## src/rtl/sfc_pkg.sv

```systemverilog
// ---------------------------------------------------------------------------
// sfc_pkg
// Types, constants and elaboration-time helpers for the friction pipeline.
// ---------------------------------------------------------------------------
`timescale 1ns / 1ps
`default_nettype none

package sfc_pkg;

    // Field widths.
    localparam int SPEED_W    = 24;
    localparam int TORQUE_W   = 32;
    localparam int GAIN_W     = 20;
    localparam int DB_W       = 23;
    localparam int X_W        = 29;   // |v| * inverse speed, Q.24, clamped at 16.0
    localparam int E_W        = 16;   // exponential, Q0.16
    localparam int VIS_W      = 28;   // rounded viscous or damping magnitude, Q.8
    localparam int STRI_W     = 21;   // rounded Stribeck magnitude, Q.8
    localparam int FRIC_W     = 30;   // unsaturated friction, signed Q.8
    localparam int CMD_W      = 35;   // unsaturated command, signed Q.8

    // Port widths.
    localparam int IN_TDATA_W  = 56;
    localparam int OUT_TDATA_W = 72;
    localparam int OUT_TUSER_W = 1;
    localparam int CFG_IDX_W   = 3;
    localparam int CFG_DATA_W  = 23;

    // Pipeline shape.
    localparam int PIPE_DEPTH         = 9;
    localparam int EXP_TABLE_BITS_DEF = 8;

    // Deadband direction codes.
    typedef logic [1:0] t_dir;
    localparam t_dir DIR_NONE = 2'b00;
    localparam t_dir DIR_FWD  = 2'b01;
    localparam t_dir DIR_BWD  = 2'b11;

    // Register indexes.
    typedef logic [CFG_IDX_W-1:0] t_cfg_idx;
    localparam t_cfg_idx CFG_COULOMB   = 3'd0;
    localparam t_cfg_idx CFG_VISCOUS   = 3'd1;
    localparam t_cfg_idx CFG_BREAKAWAY = 3'd2;
    localparam t_cfg_idx CFG_INV_SPEED = 3'd3;
    localparam t_cfg_idx CFG_DEADBAND  = 3'd4;
    localparam t_cfg_idx CFG_DAMPING   = 3'd5;

    typedef struct packed {
        logic [GAIN_W-1:0] coulomb;
        logic [GAIN_W-1:0] viscous;
        logic [GAIN_W-1:0] breakaway;
        logic [GAIN_W-1:0] inv_speed;
        logic [DB_W-1:0]   deadband;
        logic [GAIN_W-1:0] damping;
    } t_cfg;

    localparam t_cfg CFG_RESET = '{
        coulomb:   20'd8960,
        viscous:   20'd12800,
        breakaway: 20'd11008,
        inv_speed: 20'd2560,
        deadband:  23'd131,
        damping:   20'd256
    };

    // Per-item values that ride alongside the exponential pipeline.
    typedef struct packed {
        logic                       neg;
        t_dir                       dir;
        logic signed [TORQUE_W-1:0] dyn;
        logic [VIS_W-1:0]           vis_mag;
        logic [VIS_W-1:0]           damp_mag;
        logic [GAIN_W-1:0]          stri_mag;
        logic                       stri_neg;
    } t_side;

    typedef struct packed {
        logic                       clip;
        logic signed [TORQUE_W-1:0] val;
    } t_sat;

    localparam logic signed [CMD_W-1:0] I32_MAX_EXT = 35'sh0_7FFF_FFFF;
    localparam logic signed [CMD_W-1:0] I32_MIN_EXT = 35'sh7_8000_0000;

    // Clip a wide signed value to 32 bits and flag the clip.
    function automatic t_sat sat32(input logic signed [CMD_W-1:0] a);
        t_sat res;
        res.clip = 1'b1;
        if (a > I32_MAX_EXT) begin
            res.val = 32'sh7FFF_FFFF;
        end else if (a < I32_MIN_EXT) begin
            res.val = 32'sh8000_0000;
        end else begin
            res.clip = 1'b0;
            res.val  = a[TORQUE_W-1:0];
        end
        return res;
    endfunction

    // round(2^24 * exp(-num / 2^shft)), used only to build constant tables.
    // exp(-y) = (exp(-y / 2^20))^(2^20), the inner term by a second-order
    // series, then twenty squarings in Q.62.
    function automatic logic [24:0] exp_neg_q24(input int unsigned num,
                                                input int unsigned shft);
        logic [127:0] z;
        logic [127:0] v;
        logic [127:0] one;
        int           i;
        one = 128'd1 << 62;
        z   = ((128'(num) << 62) >> shft) >> 20;
        v   = one - z + ((z * z) >> 63);
        for (i = 0; i < 20; i++) begin
            v = (v * v) >> 62;
        end
        return 25'((v + (128'd1 << 37)) >> 38);
    endfunction

endpackage

`default_nettype wire

```

## src/rtl/sfc_front.sv

```systemverilog
// ---------------------------------------------------------------------------
// sfc_front
// Stages one and two: deadband sign, speed magnitude, exponent argument and
// the rounded viscous and damping products.
// ---------------------------------------------------------------------------
`timescale 1ns / 1ps
`default_nettype none

module sfc_front (
    input  wire                                   i_clk,
    input  wire  [1:0]                            i_stage_en,
    input  sfc_pkg::t_cfg                         i_cfg,
    input  wire  signed [sfc_pkg::SPEED_W-1:0]    i_speed,
    input  wire  signed [sfc_pkg::TORQUE_W-1:0]   i_dyn,
    output logic [sfc_pkg::X_W-1:0]               o_x,
    output sfc_pkg::t_side                        o_side
);

    localparam int PROD_W = sfc_pkg::SPEED_W + sfc_pkg::GAIN_W;
    localparam logic [PROD_W-1:0] X_LIMIT = PROD_W'(1) << 28;

    logic signed [sfc_pkg::SPEED_W:0]   w_v_ext;
    logic signed [sfc_pkg::SPEED_W:0]   w_th_ext;
    sfc_pkg::t_dir                      w_dir;
    logic [sfc_pkg::SPEED_W-1:0]        w_mag;

    logic [sfc_pkg::SPEED_W-1:0]        r_mag;
    logic                               r_neg;
    sfc_pkg::t_dir                      r_dir;
    logic signed [sfc_pkg::TORQUE_W-1:0] r_dyn;

    logic [PROD_W-1:0]                  w_x_full;
    logic [PROD_W-1:0]                  w_vis_full;
    logic [PROD_W-1:0]                  w_damp_full;
    logic signed [sfc_pkg::GAIN_W:0]    w_stri;
    sfc_pkg::t_side                     n_side;
    logic [sfc_pkg::X_W-1:0]            n_x;

    // Deadband sign with strict comparisons, and the speed magnitude.
    always_comb begin
        w_v_ext  = {i_speed[sfc_pkg::SPEED_W-1], i_speed};
        w_th_ext = {2'b00, i_cfg.deadband};
        if (w_v_ext > w_th_ext) begin
            w_dir = sfc_pkg::DIR_FWD;
        end else if (w_v_ext < -w_th_ext) begin
            w_dir = sfc_pkg::DIR_BWD;
        end else begin
            w_dir = sfc_pkg::DIR_NONE;
        end
        w_mag = i_speed[sfc_pkg::SPEED_W-1] ? (~i_speed + 1'b1) : i_speed;
    end

    always_ff @(posedge i_clk) begin
        if (i_stage_en[0]) begin
            r_mag <= w_mag;
            r_neg <= i_speed[sfc_pkg::SPEED_W-1];
            r_dir <= w_dir;
            r_dyn <= i_dyn;
        end
    end

    // Three products of the magnitude, each rounded or clamped in place.
    always_comb begin
        w_x_full    = PROD_W'(r_mag) * PROD_W'(i_cfg.inv_speed);
        w_vis_full  = PROD_W'(r_mag) * PROD_W'(i_cfg.viscous);
        w_damp_full = PROD_W'(r_mag) * PROD_W'(i_cfg.damping);
        w_stri      = $signed({1'b0, i_cfg.breakaway}) - $signed({1'b0, i_cfg.coulomb});

        n_x = (w_x_full > X_LIMIT) ? sfc_pkg::X_W'(X_LIMIT)
                                   : w_x_full[sfc_pkg::X_W-1:0];

        n_side.neg      = r_neg;
        n_side.dir      = r_dir;
        n_side.dyn      = r_dyn;
        n_side.vis_mag  = sfc_pkg::VIS_W'(((PROD_W+1)'(w_vis_full) + (PROD_W+1)'(32768)) >> 16);
        n_side.damp_mag = sfc_pkg::VIS_W'(((PROD_W+1)'(w_damp_full) + (PROD_W+1)'(32768)) >> 16);
        n_side.stri_neg = w_stri[sfc_pkg::GAIN_W];
        n_side.stri_mag = w_stri[sfc_pkg::GAIN_W] ? sfc_pkg::GAIN_W'(-w_stri)
                                                  : sfc_pkg::GAIN_W'(w_stri);
    end

    always_ff @(posedge i_clk) begin
        if (i_stage_en[1]) begin
            o_x    <= n_x;
            o_side <= n_side;
        end
    end

endmodule

`default_nettype wire

```

## config.mk

```make
export PLATFORM = sky130hd
export DESIGN_NAME = sfc_front
export DESIGN_NICKNAME = d
export VERILOG_FILES = /design/src/rtl/sfc_pkg.sv /design/src/rtl/sfc_front.sv
export SDC_FILE = /design/constraint.sdc
export NUM_CORES = 2
export LEC_CHECK = 0
export ABC_AREA = 1
export BUFFER_PORTS_ARGS = -buffer_cell sky130_fd_sc_hd__buf_2
export CORE_MARGIN = 3
export CORE_UTILIZATION = 46
export CTS_BUF_LIST = sky130_fd_sc_hd__clkbuf_8
export DETAILED_ROUTE_END_ITERATION = 7
export SYNTH_ARGS = -nofsm -noshare
export SYNTH_HDL_FRONTEND = slang
export SYNTH_SLANG_ARGS = --single-unit
```

## constraint.sdc

```tcl
create_clock -name i_clk -period 8.2 [get_ports i_clk]
set_clock_uncertainty 0.15 [all_clocks]
set_input_delay 1.64 -clock i_clk [delete_from_list [all_inputs] [get_ports i_clk]]
set_output_delay 1.64 -clock i_clk [all_outputs]
set_load 0.005 [all_outputs]
```

==> metrics.cfg <==
[synth]
synth_fp_nets=9356
ys.flop_type=edfxtp_1
ys_types=50
avgSynthCellArea_um2=7.96
synth.cell_area_um2=59200
ys_warn_count=0
synth_edf_count=200
synth-seq-area-share_pct=10.1
netlist_instances=7433
synthArstFlopShare_pct=0
ys_ff_latch=200

[floorplanning]
dieArea_um2=133000
die_x_um=365
io_pins=323
start_util_pct=46.7
rows=130
die_h_um=365
core_um2=127000

[finish]
postLayoutCellArea_um2=64200
drive_above_1_share_pct=8.33
final_cell_mix=inv_1, nand2_1, fa_1
syn_to_final_growth_pct=8.52
fillers=12367
final_common_cell=inv_1
fin_nets=9651

[clock_tree]
clockBufferDepth=2
post_cts_buffers=0
htreeDepth=4
cts.sinks=200
ctsRootBufferMaster=clkbuf_8
insertion_delay_ps=700
postCtsHoldBufs=0
clk_pin_slew_ps=130
numCtsBuffers=17
cts_tree=yes
cts_resized=0

[drt]
first_iter_violations=2733
firstDrtPassIters=5
vias_per_cell=4.92
routed-via-count=46271
final_antenna_net_count=0
wirelength_mm=154
routedWlPerCell_um=16.4
remaining_drc_errors=0

[timing]
min_period_ps=7740
post-route-period-util_pct=94.4
rsz0062_at_grt=false
finalSetupViolations=0
worst_pin_slew_ps=1170
drv_slew=0
setup_ws_ps=457
max_slew_margin_pct=22.0
fin_tns_setup_ps=0
timing.fmax_mhz=129
finalHoldViolations=0

[min_path]
min_from=r_dyn[0]
min_to=o_side[77]
hold_class=register to register
worstHoldPathCells=0

[setup_path]
worstRegToRegCells=24
crit_arrival_ps=8120
critPathKind=input pin to register
cp_slowest_cell=fa_1
cp.required_ps=8580
cpPeakStageDelay_ps=570
setup.worst_path.end_class=register
reg2reg_from=r_mag[8]
r2r-end=o_side[73]
r2r_slack_ps=590
crit_fanout=28
startpoint_type=input pin

[global_routing]
grt_overflow=0
grt_pass1_vias=49536
grt_usage_pct=24.5
antenna_found_initial=12
grt_max_degree=91
grt_pass1_wl_mm=258

[placed_design]
gp_congestion=0.918
dp.final_hpwl_mm=133
port_buffers=322
placed_area_um2=63700
dp_slack_ps=-221

[outcome]
status=completed

[flow_run]
drv_cap=0

==> sequential cells by signal (all words and copies together), names as in the netlist <==
register / cells
o_side: 112
r_dyn: 32
o_x: 29
r_mag: 24
r_dir: 2
r_neg: 1
==> per-layer routing <==
| layer | global-route usage (%) | vias up | part of all wire (%) |
|---|---|---|---|
| li1 | - | 22006 | - |
| met1 | 33.4 | 23013 | 44 |
| met2 | 41.9 | 1127 | 49 |
| met3 | 3.37 | 121 | 5.5 |
| met4 | 4.63 | 4 | 1.4 |
| met5 | 0 | - | 0.014 |
==> Yosys cell counts, drive strengths merged (4+ instances only) <==
cell type	n	area, µm²
inv	2117	7950
nand2	2071	7790
fa	1179	23600
ha	562	7030
nor2	294	1180
clkbuf	281	1050
edfxtp	200	6010
a21oi	189	957
nand3	104	531
xor2	101	885
o21ai	77	385
nor3	38	195
xnor2	36	323
nand4	31	194
nand3b	27	203
a31oi	20	125
o21a	19	143
o21bai	15	113
buf	14	76.3
a21o	13	97.6
nor4	9	62.6
a211oi	8	60.1
o211ai	6	45.0
a21boi	5	41.3
o31ai	4	30.0
==> worst max-delay path by stage <==
| stage | from | depth (start not counted) | end |
|---|---|---|---|
| floorplan | i_cfg[45] | 31 | o_x[10] |
| global placement | i_cfg[49] | 33 | o_x[2] |
| detailed placement | i_cfg[49] | 28 | o_x[3] |
| CTS | i_cfg[49] | 28 | o_x[3] |
| global route | i_cfg[47] | 33 | o_x[3] |
| finish | i_cfg[49] | 33 | o_x[3] |
==> critical path: cells and delay by family <==
| kind | cells | cell delay [ps] |
|---|---|---|
| fa+ha+maj | 8 | 3720 |
| buf+inv | 10 | 1170 |
| simple gates | 15 | 1560 |
==> through the flow <==
step | std cells | hold slack (ps) | util, %
6_report | 9399 | 284 | 50.7
5_1_grt | 9392 | 290 | 50.7
4_1_cts | 9391 | 285 | 50.7
3_5_place_dp | 9359 | 255 | 50.3
3_3_place_gp | 9359 | 250 | 50.3
2_1_floorplan | 7433 | 250 | -
==> layout make-up <==
cell class / instances / area, µm² / share of cell area (%)
multi-input combinational: 4821 / 44100 / 68.7
inverter: 2117 / 7950 / 12.4
sequential: 200 / 6010 / 9.35
timing repair buffer: 571 / 3640 / 5.66
tap: 1650 / 2060 / 3.21
clock buffer: 17 / 234 / 0.364
clock inverter: 15 / 216 / 0.337
antenna: 8 / 20.0 / 0.0312
==> logic make-up after synthesis <==
logic type | after synthesis | share of synthesized area (%)
and+or+nand+nor | 2577 | 17.2
buffers and inverters | 2412 | 15.3
adders and majority gates | 1741 | 51.8
AOI/OAI and AO/OA | 366 | 3.52
DFF | 200 | 10.1
xor gates and xnor gates | 137 | 2.04
Power is left out: the tool's default activity adds up to more than one toggle a clock period on the data nets, which glitch-free logic cannot reach.
