### src/rtl/sfc_pkg.sv
// ---------------------------------------------------------------------------
// sfc_pkg
// Types, constants and elaboration-time helpers for the friction pipeline.
// ---------------------------------------------------------------------------
`timescale 1ns / 1ps
`default_nettype none

package sfc_pkg;

    // Field widths.
    localparam int SPEED_W    = 24;
    localparam int TORQUE_W   = 32;
    localparam int GAIN_W     = 20;
    localparam int DB_W       = 23;
    localparam int X_W        = 29;   // |v| * inverse speed, Q.24, clamped at 16.0
    localparam int E_W        = 16;   // exponential, Q0.16
    localparam int VIS_W      = 28;   // rounded viscous or damping magnitude, Q.8
    localparam int STRI_W     = 21;   // rounded Stribeck magnitude, Q.8
    localparam int FRIC_W     = 30;   // unsaturated friction, signed Q.8
    localparam int CMD_W      = 35;   // unsaturated command, signed Q.8

    // Port widths.
    localparam int IN_TDATA_W  = 56;
    localparam int OUT_TDATA_W = 72;
    localparam int OUT_TUSER_W = 1;
    localparam int CFG_IDX_W   = 3;
    localparam int CFG_DATA_W  = 23;

    // Pipeline shape.
    localparam int PIPE_DEPTH         = 9;
    localparam int EXP_TABLE_BITS_DEF = 8;

    // Deadband direction codes.
    typedef logic [1:0] t_dir;
    localparam t_dir DIR_NONE = 2'b00;
    localparam t_dir DIR_FWD  = 2'b01;
    localparam t_dir DIR_BWD  = 2'b11;

    // Register indexes.
    typedef logic [CFG_IDX_W-1:0] t_cfg_idx;
    localparam t_cfg_idx CFG_COULOMB   = 3'd0;
    localparam t_cfg_idx CFG_VISCOUS   = 3'd1;
    localparam t_cfg_idx CFG_BREAKAWAY = 3'd2;
    localparam t_cfg_idx CFG_INV_SPEED = 3'd3;
    localparam t_cfg_idx CFG_DEADBAND  = 3'd4;
    localparam t_cfg_idx CFG_DAMPING   = 3'd5;

    typedef struct packed {
        logic [GAIN_W-1:0] coulomb;
        logic [GAIN_W-1:0] viscous;
        logic [GAIN_W-1:0] breakaway;
        logic [GAIN_W-1:0] inv_speed;
        logic [DB_W-1:0]   deadband;
        logic [GAIN_W-1:0] damping;
    } t_cfg;

    localparam t_cfg CFG_RESET = '{
        coulomb:   20'd8960,
        viscous:   20'd12800,
        breakaway: 20'd11008,
        inv_speed: 20'd2560,
        deadband:  23'd131,
        damping:   20'd256
    };

    // Per-item values that ride alongside the exponential pipeline.
    typedef struct packed {
        logic                       neg;
        t_dir                       dir;
        logic signed [TORQUE_W-1:0] dyn;
        logic [VIS_W-1:0]           vis_mag;
        logic [VIS_W-1:0]           damp_mag;
        logic [GAIN_W-1:0]          stri_mag;
        logic                       stri_neg;
    } t_side;

    typedef struct packed {
        logic                       clip;
        logic signed [TORQUE_W-1:0] val;
    } t_sat;

    localparam logic signed [CMD_W-1:0] I32_MAX_EXT = 35'sh0_7FFF_FFFF;
    localparam logic signed [CMD_W-1:0] I32_MIN_EXT = 35'sh7_8000_0000;

    // Clip a wide signed value to 32 bits and flag the clip.
    function automatic t_sat sat32(input logic signed [CMD_W-1:0] a);
        t_sat res;
        res.clip = 1'b1;
        if (a > I32_MAX_EXT) begin
            res.val = 32'sh7FFF_FFFF;
        end else if (a < I32_MIN_EXT) begin
            res.val = 32'sh8000_0000;
        end else begin
            res.clip = 1'b0;
            res.val  = a[TORQUE_W-1:0];
        end
        return res;
    endfunction

    // round(2^24 * exp(-num / 2^shft)), used only to build constant tables.
    // exp(-y) = (exp(-y / 2^20))^(2^20), the inner term by a second-order
    // series, then twenty squarings in Q.62.
    function automatic logic [24:0] exp_neg_q24(input int unsigned num,
                                                input int unsigned shft);
        logic [127:0] z;
        logic [127:0] v;
        logic [127:0] one;
        int           i;
        one = 128'd1 << 62;
        z   = ((128'(num) << 62) >> shft) >> 20;
        v   = one - z + ((z * z) >> 63);
        for (i = 0; i < 20; i++) begin
            v = (v * v) >> 62;
        end
        return 25'((v + (128'd1 << 37)) >> 38);
    endfunction

endpackage

`default_nettype wire

### src/rtl/sfc_back.sv
// ---------------------------------------------------------------------------
// sfc_back
// Stages seven to nine: Stribeck term, friction and command sums, saturation
// and the output register.
// ---------------------------------------------------------------------------
`timescale 1ns / 1ps
`default_nettype none

module sfc_back (
    input  wire                                   i_clk,
    input  wire  [2:0]                            i_stage_en,
    input  sfc_pkg::t_cfg                         i_cfg,
    input  sfc_pkg::t_side                        i_side,
    input  wire  [sfc_pkg::E_W-1:0]               i_e,
    output logic signed [sfc_pkg::TORQUE_W-1:0]   o_friction,
    output logic signed [sfc_pkg::TORQUE_W-1:0]   o_command,
    output sfc_pkg::t_dir                         o_dir,
    output logic                                  o_sat
);

    localparam int SP_W = sfc_pkg::GAIN_W + sfc_pkg::E_W;
    localparam int FW   = sfc_pkg::FRIC_W;
    localparam int CW   = sfc_pkg::CMD_W;

    logic [SP_W-1:0]                 w_sprod;
    sfc_pkg::t_side                  r7_side;
    logic [sfc_pkg::STRI_W-1:0]      r7_stri;

    logic signed [FW-1:0]            w_coul;
    logic signed [FW-1:0]            w_vis;
    logic signed [FW-1:0]            w_stri_s;
    logic signed [FW-1:0]            w_stri_d;
    logic signed [CW-1:0]            w_damp;
    logic signed [CW-1:0]            w_dyn;
    logic signed [FW-1:0]            r8_fric;
    logic signed [CW-1:0]            r8_cpart;
    sfc_pkg::t_dir                   r8_dir;

    logic signed [CW-1:0]            w_fric_ext;
    logic signed [CW-1:0]            w_cmd;
    sfc_pkg::t_sat                   w_fsat;
    sfc_pkg::t_sat                   w_csat;

    // Stage seven: (Fs - Fc) magnitude times the exponential, rounded to Q.8.
    assign w_sprod = SP_W'(i_side.stri_mag) * SP_W'(i_e);

    always_ff @(posedge i_clk) begin
        if (i_stage_en[0]) begin
            r7_side <= i_side;
            r7_stri <= sfc_pkg::STRI_W'(((SP_W+1)'(w_sprod) + (SP_W+1)'(32768)) >> 16);
        end
    end

    // Stage eight: signed terms, friction sum and dynamics minus damping.
    always_comb begin
        w_vis    = r7_side.neg ? -$signed(FW'(r7_side.vis_mag)) : $signed(FW'(r7_side.vis_mag));
        w_stri_s = r7_side.stri_neg ? -$signed(FW'(r7_stri)) : $signed(FW'(r7_stri));
        unique case (r7_side.dir)
            sfc_pkg::DIR_FWD: begin
                w_coul   = $signed(FW'(i_cfg.coulomb));
                w_stri_d = w_stri_s;
            end
            sfc_pkg::DIR_BWD: begin
                w_coul   = -$signed(FW'(i_cfg.coulomb));
                w_stri_d = -w_stri_s;
            end
            default: begin
                w_coul   = '0;
                w_stri_d = '0;
            end
        endcase
        w_damp = r7_side.neg ? -$signed(CW'(r7_side.damp_mag))
                             : $signed(CW'(r7_side.damp_mag));
        w_dyn  = {{(CW-sfc_pkg::TORQUE_W){r7_side.dyn[sfc_pkg::TORQUE_W-1]}}, r7_side.dyn};
    end

    always_ff @(posedge i_clk) begin
        if (i_stage_en[1]) begin
            r8_fric  <= w_coul + w_vis + w_stri_d;
            r8_cpart <= w_dyn - w_damp;
            r8_dir   <= r7_side.dir;
        end
    end

    // Stage nine: command from the unsaturated friction, then clip both.
    always_comb begin
        w_fric_ext = {{(CW-FW){r8_fric[FW-1]}}, r8_fric};
        w_cmd      = r8_cpart + w_fric_ext;
        w_fsat     = sfc_pkg::sat32(w_fric_ext);
        w_csat     = sfc_pkg::sat32(w_cmd);
    end

    always_ff @(posedge i_clk) begin
        if (i_stage_en[2]) begin
            o_friction <= w_fsat.val;
            o_command  <= w_csat.val;
            o_dir      <= r8_dir;
            o_sat      <= w_fsat.clip | w_csat.clip;
        end
    end

endmodule

`default_nettype wire

### config.mk
export PLATFORM = sky130hd
export DESIGN_NAME = sfc_back
export DESIGN_NICKNAME = d
export VERILOG_FILES = /design/src/rtl/sfc_pkg.sv /design/src/rtl/sfc_back.sv
export SDC_FILE = /design/constraint.sdc
export NUM_CORES = 1
export LEC_CHECK = 0
export BUFFER_PORTS_ARGS = -buffer_cell sky130_fd_sc_hd__buf_4
export CAP_MARGIN = 30
export CORE_MARGIN = 5
export CORE_UTILIZATION = 30
export DETAILED_ROUTE_END_ITERATION = 8
export PLACE_DENSITY = 0.46
export RECOVER_POWER = 50
export SETUP_SLACK_MARGIN = 0.2
export SLEW_MARGIN = 5
export SYNTH_ARGS = -nofsm -noshare
export SYNTH_HDL_FRONTEND = slang
export SYNTH_SLANG_ARGS = --single-unit
### constraint.sdc
create_clock -name i_clk -period 12 [get_ports i_clk]
set_input_delay 1.8 -clock i_clk [delete_from_list [all_inputs] [get_ports i_clk]]
set_output_delay 1.8 -clock i_clk [all_outputs]
set_load 0.02 [all_outputs]
==> metrics.md, run 1 <==
| Metric | Value |
|---|---|
| Clock root buffer | `clkbuf_16` |
| Setup skew after layout | `between 0.01 and 0.015 ns` |
| I/O pin count | `between 300 and 400` |
| Register area share after synthesis | `27.6%` |
| DR iter-0 viols | `~1,000` |
| Vias in the first global route | `around 21,000` |
| CP delay by family, top | `adder cells` |
| Fin. max-slew vios | `between 200 and 300` |
| Postcts setup bufs | `0` |
| Cell row count | `approximately 110` |
| Critical path type | `input pin to flip-flop` |
| Crit path DAT | `8.33 ns` |
| GR Layer Usage met3 | `approximately 3.0%` |
| Hold wc startpoint | `r8_dir[0]` |
| Worst setup path start | `i_e[6]` |
| Dominant cell type by area after synthesis | `edfxtp_1` |
| Routed vias | `just under 20,000` |
| Grt total ovfl | `0` |
| Clk sink count | `around 250` |
| Min cycle time layout | `around 8.0 ns` |
| DR pass1 iterations | `5` |
| Synth top area share | `around 28%` |
| Share of layout cells above drive strength 1 | `8.79%` |
| DR vias/cell | `4.83` |
| Largest family of logic cells by synthesized area | `adder cells` |
| Slowest CP cell | `fa_1` |
| Die height | `around 310 microns` |
| Syn_nets | `approximately 3,500` |
| Post-synth EDFFs | `246` |
| Syn Area/Cell | `between 9 and 10 sq um` |
| Worst-path cell chain | `buf_4 -> and2_1 -> fa_1 -> inv_1 -> fa_1 -> fa_1 -> inv_1 -> fa_1 -> fa_1 -> inv_1 -> fa_1 -> inv_1 -> ha_1 -> a21o_1 -> a21o_1 -> a21oi_1 -> o21ai_0 -> a21boi_0 -> o21bai_1 -> a211oi_1 -> o21ai_0 -> xor2_1` |
| DRC | `0` |
| Fillers | `~9,000` |
| Peak VDD IR | `slightly below 0.3 mV` |
| Setup TNS | `0 ns` |
| WL/cell | `approximately 18 microns` |
| Unrepaired setup endpoints after global routing | `no` |
| Post-Route WL | `approximately 75,000 microns` |
| Post-Syn Area | `26,700 sq um` |
| CP Capture Type | `flip-flop` |
| Post-Synth Simple-Gate Area | `between 10% and 20%` |
| Later-pin clock latency in the skew report | `approximately 0.57 ns` |
| TritonCTS buffer count | `31` |
| Routability cong. | `approximately 0.86` |
| Antenna-violating nets left | `0` |
| Leakage | `about 13 nW` |
| Clk buf depth | `3` |
| Worst slack at placement | `3.30 ns` |
| Final HPWL DP | `between 50,000 and 60,000 microns` |
| Critical path startpoint category | `input pin` |
| FF+latch count, synth | `around 250` |
| Stages on worst setup path | `22` |
| Port Buffers | `between 200 and 250` |
| Core Box Area | `roughly 88,000 sq um` |
| Final Hold Vio Count | `0` |
| Initial antenna violation count | `14` |
| Hold buffer count at cts | `0` |
| # setup viols final | `0` |
| Crit path max fanout | `20` |
| CP max stage delay | `about 0.55 ns` |
| Status | `finished with violations` |
| GRT Resource Usage Total | `between 10% and 20%` |
| Post-Synth XOR/XNOR Area | `under 10%` |
| Synth Area in Adders | `a little under a third` |
| Syn. warnings | `0` |
| Final nets | `approximately 3,600` |
| Worst r2r path cells | `18` |
| Main synth FF type | `edfxtp_1` |
| Die W | `between 300 and 400 microns` |
| Worst-Margin Slew | `around 4 ns` |
| Critical R2R Launch | `r7_side[110]` |
| Critical Path RT | `12.31 ns` |
| Cell variety after synth | `74` |
| Final core utilization | `between 30 and 40%` |
| Async SR Flop Fraction | `0%` |
| Mapped Cells | `approximately 2,800` |
| H-tree depth | `1` |
| Worst Hold Class | `flip-flop to flip-flop` |
| Placed Instance Area | `between 20,000 and 30,000 sq um` |
| Fmax | `around 120 MHz` |
| Violated checks | `max-capacitance violations, max-slew violations` |
| Synth top area cells | `edfxtp_1, fa_1, ha_1` |
| Worst slew margin | `-166%` |
| PwrDens | `between 200 and 300 nW/um^2` |
| Final WS setup | `3.98 ns` |
| WP buf/inv | `5` |
| Cts repair resizes | `0` |
| First-pass GRT wire length | `117,000 microns` |
| Clock Pin Slew Worst Setup and Hold Paths | `0.06 ns` |
| GR peak layer | `met2` |
| CTS tree | `yes` |
| Worst path most repeated cell | `fa_1` |
| Crit share post-route | `around 67%` |
| Met2 Track Usage GR | `between 20% and 30%` |
| Die ar. | `approximately 95,000 sq um` |
| Met1 usage | `approximately a fifth` |
| Initial Util | `about 30%` |
| Final instance area | `30,200 sq um` |
| Synth-to-Final Area Change | `12.9%` |
| Largest net degree at the start of global routing | `just under 70` |
| Number of max-cap violations | `5` |
| Hold Crit Depth | `0` |
| Synth Area in Compound Gates | `about an eighth` |
| Mux cell area share after synthesis | `less than 1%` |
-- cells in the final DEF (no fill, tap or decap), types with 6 or more instances in the layout --
cell       instances
nor4_1            11
buf_4            127
a21boi_0           7
o21ai_0          129
a21oi_1          106
clkbuf_16         31
a211oi_1          18
clkbuf_4          59
mux2i_1            9
nand2_1          300
o21a_1            22
o41ai_1           20
inv_1            419
or2_2              6
xnor2_1          127
nor2b_1           12
clkinv_1           8
a21o_1            49
o21bai_1          17
nand4_1           13
nand3_1           30
nand3b_1           6
nand2b_1          16
nor2_1            79
a31oi_1           14
o211ai_1          13
ha_1             225
o31ai_1           40
and3_1            15
xor2_1            85
nor3_1            28
fa_1             282
or4_1             15
edfxtp_1         246
nor3b_1            6
clkbuf_1          41
or3_1             22
and2_1           157
diode_2            9
-- state kept, by name, summed over array words and instances (netlist names) --
name / cells
r7_side: 92
r8_cpart: 35
o_command: 32
o_friction: 31
r8_fric: 30
r7_stri: 21
o_dir: 2
r8_dir: 2
o_sat: 1
-- routing by layer --
layer / vias up / share of wire (%)
met1: 9605 / 45
met4: 6 / 2.9
met5: - / 0.055
met3: 120 / 6.0
met2: 498 / 46
li1: 9399 / -
-- cell usage after synthesis (4+ instances only) --
library cell / number
ha_1: 225
or2_2: 6
and3_1: 15
a211oi_1: 18
and4_1: 5
a31oi_1: 14
nor3_1: 28
fa_1: 282
nand3b_1: 6
a21boi_0: 7
or3_1: 22
xnor2_1: 127
buf_1: 6
o21ai_0: 129
a21oi_1: 106
nor2_1: 79
clkbuf_1: 130
nand2b_1: 16
a211o_1: 4
inv_1: 419
o31ai_1: 40
mux2i_1: 9
nor3b_1: 6
a21o_1: 49
o311ai_0: 5
xor2_1: 85
and2_1: 157
o21bai_1: 17
o21a_1: 22
buf_2: 4
nand4_1: 13
nor4_1: 11
nor2b_1: 12
edfxtp_1: 246
nand2_1: 300
nand3_1: 30
o41ai_1: 20
o2111ai_1: 4
or4_1: 15
o211ai_1: 13
-- area by class of cell --
class                      count  area (sq um)  area share, %
timing repair buffer         226          1580           5.22
tap                         1165          1460           4.83
antenna                        9          22.5         0.0746
inverter                     419          1570           5.21
clock inverter                21           164          0.543
sequential                   246          7390           24.5
clock buffer                  34           787           2.61
multi-input combinational   1945         17200           57.1
-- worst paths after layout --
check / endpoint / slack (ns)
setup / recovery: r7_stri[15] / 3.98
hold / removal: o_dir[0] / 0.42
setup reg to reg: r8_fric[29] / 5.03
hold reg to reg: o_dir[0] / 0.42
-- metrics by stage --
step           power [mW]  hold WS [ns]  std cells
3_5_place_dp         7.34         0.406       4001
5_1_grt              9.06         0.437       4057
3_3_place_gp         7.29         0.403       3999
4_1_cts              8.29         0.418       4056
6_report             8.16         0.419       4065
2_1_floorplan        5.86         0.400       2752
-- report_power, final --
group | total, mW | switching, mW | internal, mW
combinational | 5.58 | 3.23 | 2.35
clock | 0.873 | 0.362 | 0.511
sequential | 1.71 | 0.197 | 1.51
total | 8.16 | 3.79 | 4.37
-- logic make-up (layout without fill, tap and decap cells) --
kind of cell             count (synthesis)  count (layout)
AND/OR/NAND/NOR                        731             731
XOR/XNOR                               213             213
other                                    0               9
AO/OA/AOI/OAI                          484             484
adder cells (fa/ha/maj)                508             508
buffers and inverters                  561             700
flip-flops                             246             246
multiplexers                             9               9
No activity file was read; power rests on OpenSTA's default activity.
==> run 2, diff against run 1 <==
--- a/config.mk
+++ b/config.mk
@@ -10,7 +10,7 @@
 export CORE_MARGIN = 5
 export CORE_UTILIZATION = 30
 export DETAILED_ROUTE_END_ITERATION = 8
-export PLACE_DENSITY = 0.46
+export PLACE_DENSITY = 0.47
 export RECOVER_POWER = 50
 export SETUP_SLACK_MARGIN = 0.2
 export SLEW_MARGIN = 5
==> constraint.sdc (replaced) <==
create_clock -name i_clk -period 7.2 [get_ports i_clk]
set_input_delay 1.08 -clock i_clk [delete_from_list [all_inputs] [get_ports i_clk]]
set_output_delay 1.08 -clock i_clk [all_outputs]
set_load 0.02 [all_outputs]
==> run 2 against run 1 <==
  * The run still ends with max-capacitance violations, max-slew violations left
  * Combinational power grew 77%
  * Sequential cell count did not move
  * First-iteration DRC count increased by 1.8%
  * Setup slack lost 3.5 ns
  * Via count is 0.41% higher
  * Critical path depth increased by 3
  * Non-clock buffer count is 92 higher
  * Die area unchanged
  * Sequential share of layout area shrank 0.55 points
  * Design area grew 2.3%
  * Power grew 74%
  * Critical endpoint is now r7_stri[20]
  * Largest cell class unchanged
  * Largest power group unchanged
  * Highest routed layer unchanged
==> metrics.md, run 2 (synthesized netlist as in run 1, its figures left out) <==
| Metric | Value |
|---|---|
| Status | `finished with violations (unchanged)` |
| Violated checks | `max-capacitance violations, max-slew violations (unchanged)` |
| Clock Pin Slew Worst Setup and Hold Paths | `0.06 ns (about the same)` |
| DRC | `0 (unchanged)` |
| H-tree depth | `1 (unchanged)` |
| TritonCTS buffer count | `29 (was 31)` |
| Vias in the first global route | `20,800 (was 20,600)` |
| Crit share post-route | `93.7%` |
| Grt total ovfl | `0 (unchanged)` |
| PwrDens | `460 nW/um^2 (was 270 nW/um^2)` |
| I/O pin count | `322 (unchanged)` |
| DR pass1 iterations | `5 (unchanged)` |
| Clk buf depth | `3 (unchanged)` |
| Number of max-cap violations | `3 (was 5)` |
| Flip-flop and latch area | `7390 sq um (unchanged)` |
| WL/cell | `17.9 microns (was 18.5 microns)` |
| Worst slack at placement | `-0.185 ns (was 3.30 ns)` |
| Die ar. | `95,200 sq um (unchanged)` |
| Synth-to-Final Area Change | `15.5% (was 12.9%)` |
| CP Capture Type | `flip-flop (unchanged)` |
| Non-Filler Instances | `4,152 (was 4,065)` |
| Cell row count | `109 (unchanged)` |
| Largest regs | `r7_side (92), r8_cpart (35), o_command (32) (unchanged)` |
| WP buf/inv | `8 (was 5)` |
| Antenna-violating nets left | `0 (unchanged)` |
| Critical path startpoint category | `input pin (unchanged)` |
| Setup TNS | `0 ns (unchanged)` |
| Final Hold Vio Count | `0 (unchanged)` |
| Final instance area | `30,900 sq um (was 30,200 sq um)` |
| Share of layout cells above drive strength 1 | `11.3% (was 8.79%)` |
| Crit path DAT | `7.06 ns (was 8.33 ns)` |
| First-pass GRT wire length | `117,000 microns (about the same)` |
| Placed Instance Area | `30,100 sq um (was 29,400 sq um)` |
| Multi-input logic area | `17,200 sq um (unchanged)` |
| DR iter-0 viols | `1,020 (was 1,002)` |
| Final core utilization | `34.9% (was 34.2%)` |
| # setup viols final | `0 (unchanged)` |
| Core Box Area | `88,400 sq um (unchanged)` |
| Worst slew margin | `-155% (was -166%)` |
| Critical Path RT | `7.51 ns (was 12.31 ns)` |
| Worst Hold Class | `flip-flop to flip-flop (unchanged)` |
| Postcts setup bufs | `0 (unchanged)` |
| Port Buffers | `218 (unchanged)` |
| Critical path type | `input pin to flip-flop (unchanged)` |
| Worst path most repeated cell | `fa_1 (unchanged)` |
| Clock root buffer | `clkbuf_16 (unchanged)` |
| CP max stage delay | `0.53 ns (was 0.55 ns)` |
| Worst-Margin Slew | `3.83 ns (was 3.99 ns)` |
| Largest Register | `r7_side (unchanged)` |
| DR vias/cell | `4.75 (was 4.83)` |
| Leakage | `13.8 nW (was 13.3 nW)` |
| Final WS setup | `0.451 ns (was 3.98 ns)` |
| Later-pin clock latency in the skew report | `0.58 ns (was 0.57 ns)` |
| Initial antenna violation count | `7 (was 14)` |
| Max reg flops | `92 (unchanged)` |
| Fmax | `between 100 and 150 MHz` |
| GRT Resource Usage Total | `15.4% (was 15.6%)` |
| Commonest non-fill, non-tap cell in the layout | `inv_1 (unchanged)` |
| Die height | `309 microns (unchanged)` |
| Placed Cells incl. Taps | `4,093 (was 4,001)` |
| Routability cong. | `0.857 (was 0.862)` |
| Commonest non-fill, non-tap cells in the layout | `inv_1, nand2_1, fa_1, edfxtp_1, ha_1 (unchanged)` |
| Largest net degree at the start of global routing | `68 (unchanged)` |
| Die W | `309 microns (unchanged)` |
| Post-Route WL | `74,200 microns (was 75,000 microns)` |
| Final HPWL DP | `63,100 microns (was 59,300 microns)` |
| Unrepaired setup endpoints after global routing | `no (unchanged)` |
| CP delay by family, top | `adder cells (unchanged)` |
| Crit path max fanout | `11 (was 20)` |
| Slowest CP cell | `fa_1 (unchanged)` |
| Initial Util | `30.3% (unchanged)` |
| Min cycle time layout | `6.75 ns` |
| Final nets | `3,721 (was 3,631)` |
| Setup skew after layout | `0.0246 ns (was 0.0133 ns)` |
| Routed vias | `19,700 (was 19,600)` |
| CTS tree | `yes (unchanged)` |
| Clk sink count | `246 (unchanged)` |
| Fillers | `9,010 (was 9,001)` |
| Fin. max-slew vios | `190 (was 281)` |
| Peak VDD IR | `0.432 mV (was 0.294 mV)` |
run 2: final timing paths:
| kind | cells past startpoint | slack [ns] | end | startpoint |
|---|---|---|---|---|
| setup / recovery | 25 | 0.45 | r7_stri[20] | i_e[4] |
| hold / removal | 0 | 0.42 | o_dir[0] | r8_dir[0] |
| setup reg to reg | 18 | 0.63 | r8_fric[29] | r7_stri[3] |
| hold reg to reg | 0 | 0.42 | o_dir[0] | r8_dir[0] |
run 2: area by class of cell:
type / instances / share of cell area [%]
Inverter: 419 / 5.09
Clock inverter: 20 / 0.697
Clock buffer: 33 / 2.40
Timing Repair Buffer: 318 / 7.34
Antenna cell: 6 / 0.0486
Multi-Input combinational cell: 1945 / 55.8
Tap cell: 1165 / 4.72
Sequential cell: 246 / 23.9
run 2: repair_timing:
item | in CTS | in global routing
setup endpoints to repair | 0 | 1
hold buffers | 0 | 0
resized for setup | 0 | 1
run 2: per-stage QoR:
| step | power, mW | hold slack [ns] |
|---|---|---|
| floorplan | 9.77 | 0.400 |
| detailed placement | 12.9 | 0.411 |
| global route | 15.9 | 0.460 |
| CTS | 14.4 | 0.430 |
| global placement | 12.8 | 0.410 |
| finish | 14.2 | 0.422 |
run 2: layer usage:
| layer | up-vias | share of wire, % | GRT usage (%) |
|---|---|---|---|
| li1 | 9585 | - | - |
| met1 | 9569 | 46 | 21.0 |
| met2 | 466 | 46 | 25.9 |
| met3 | 87 | 5.4 | 2.61 |
| met4 | 2 | 2.2 | 3.48 |
| met5 | - | 0.018 | 0 |
run 2: worst reg2reg max path, delay by kind of cell, from the launching register on:
family,cells,cell delay (ns)
AOI/OAI and AO/OA,6,2.21
and+or+nand+nor,7,1.97
adders and majority gates,2,0.90
xor gates and xnor gates,2,0.64
DFF,1,0.53
buffers and inverters,1,0.04
run 2: report_power, final:
part / switching (mW) / internal, mW
sequential: 0.338 / 2.52
combinational: 5.40 / 4.48
clock: 0.592 / 0.882
total: 6.33 / 7.89
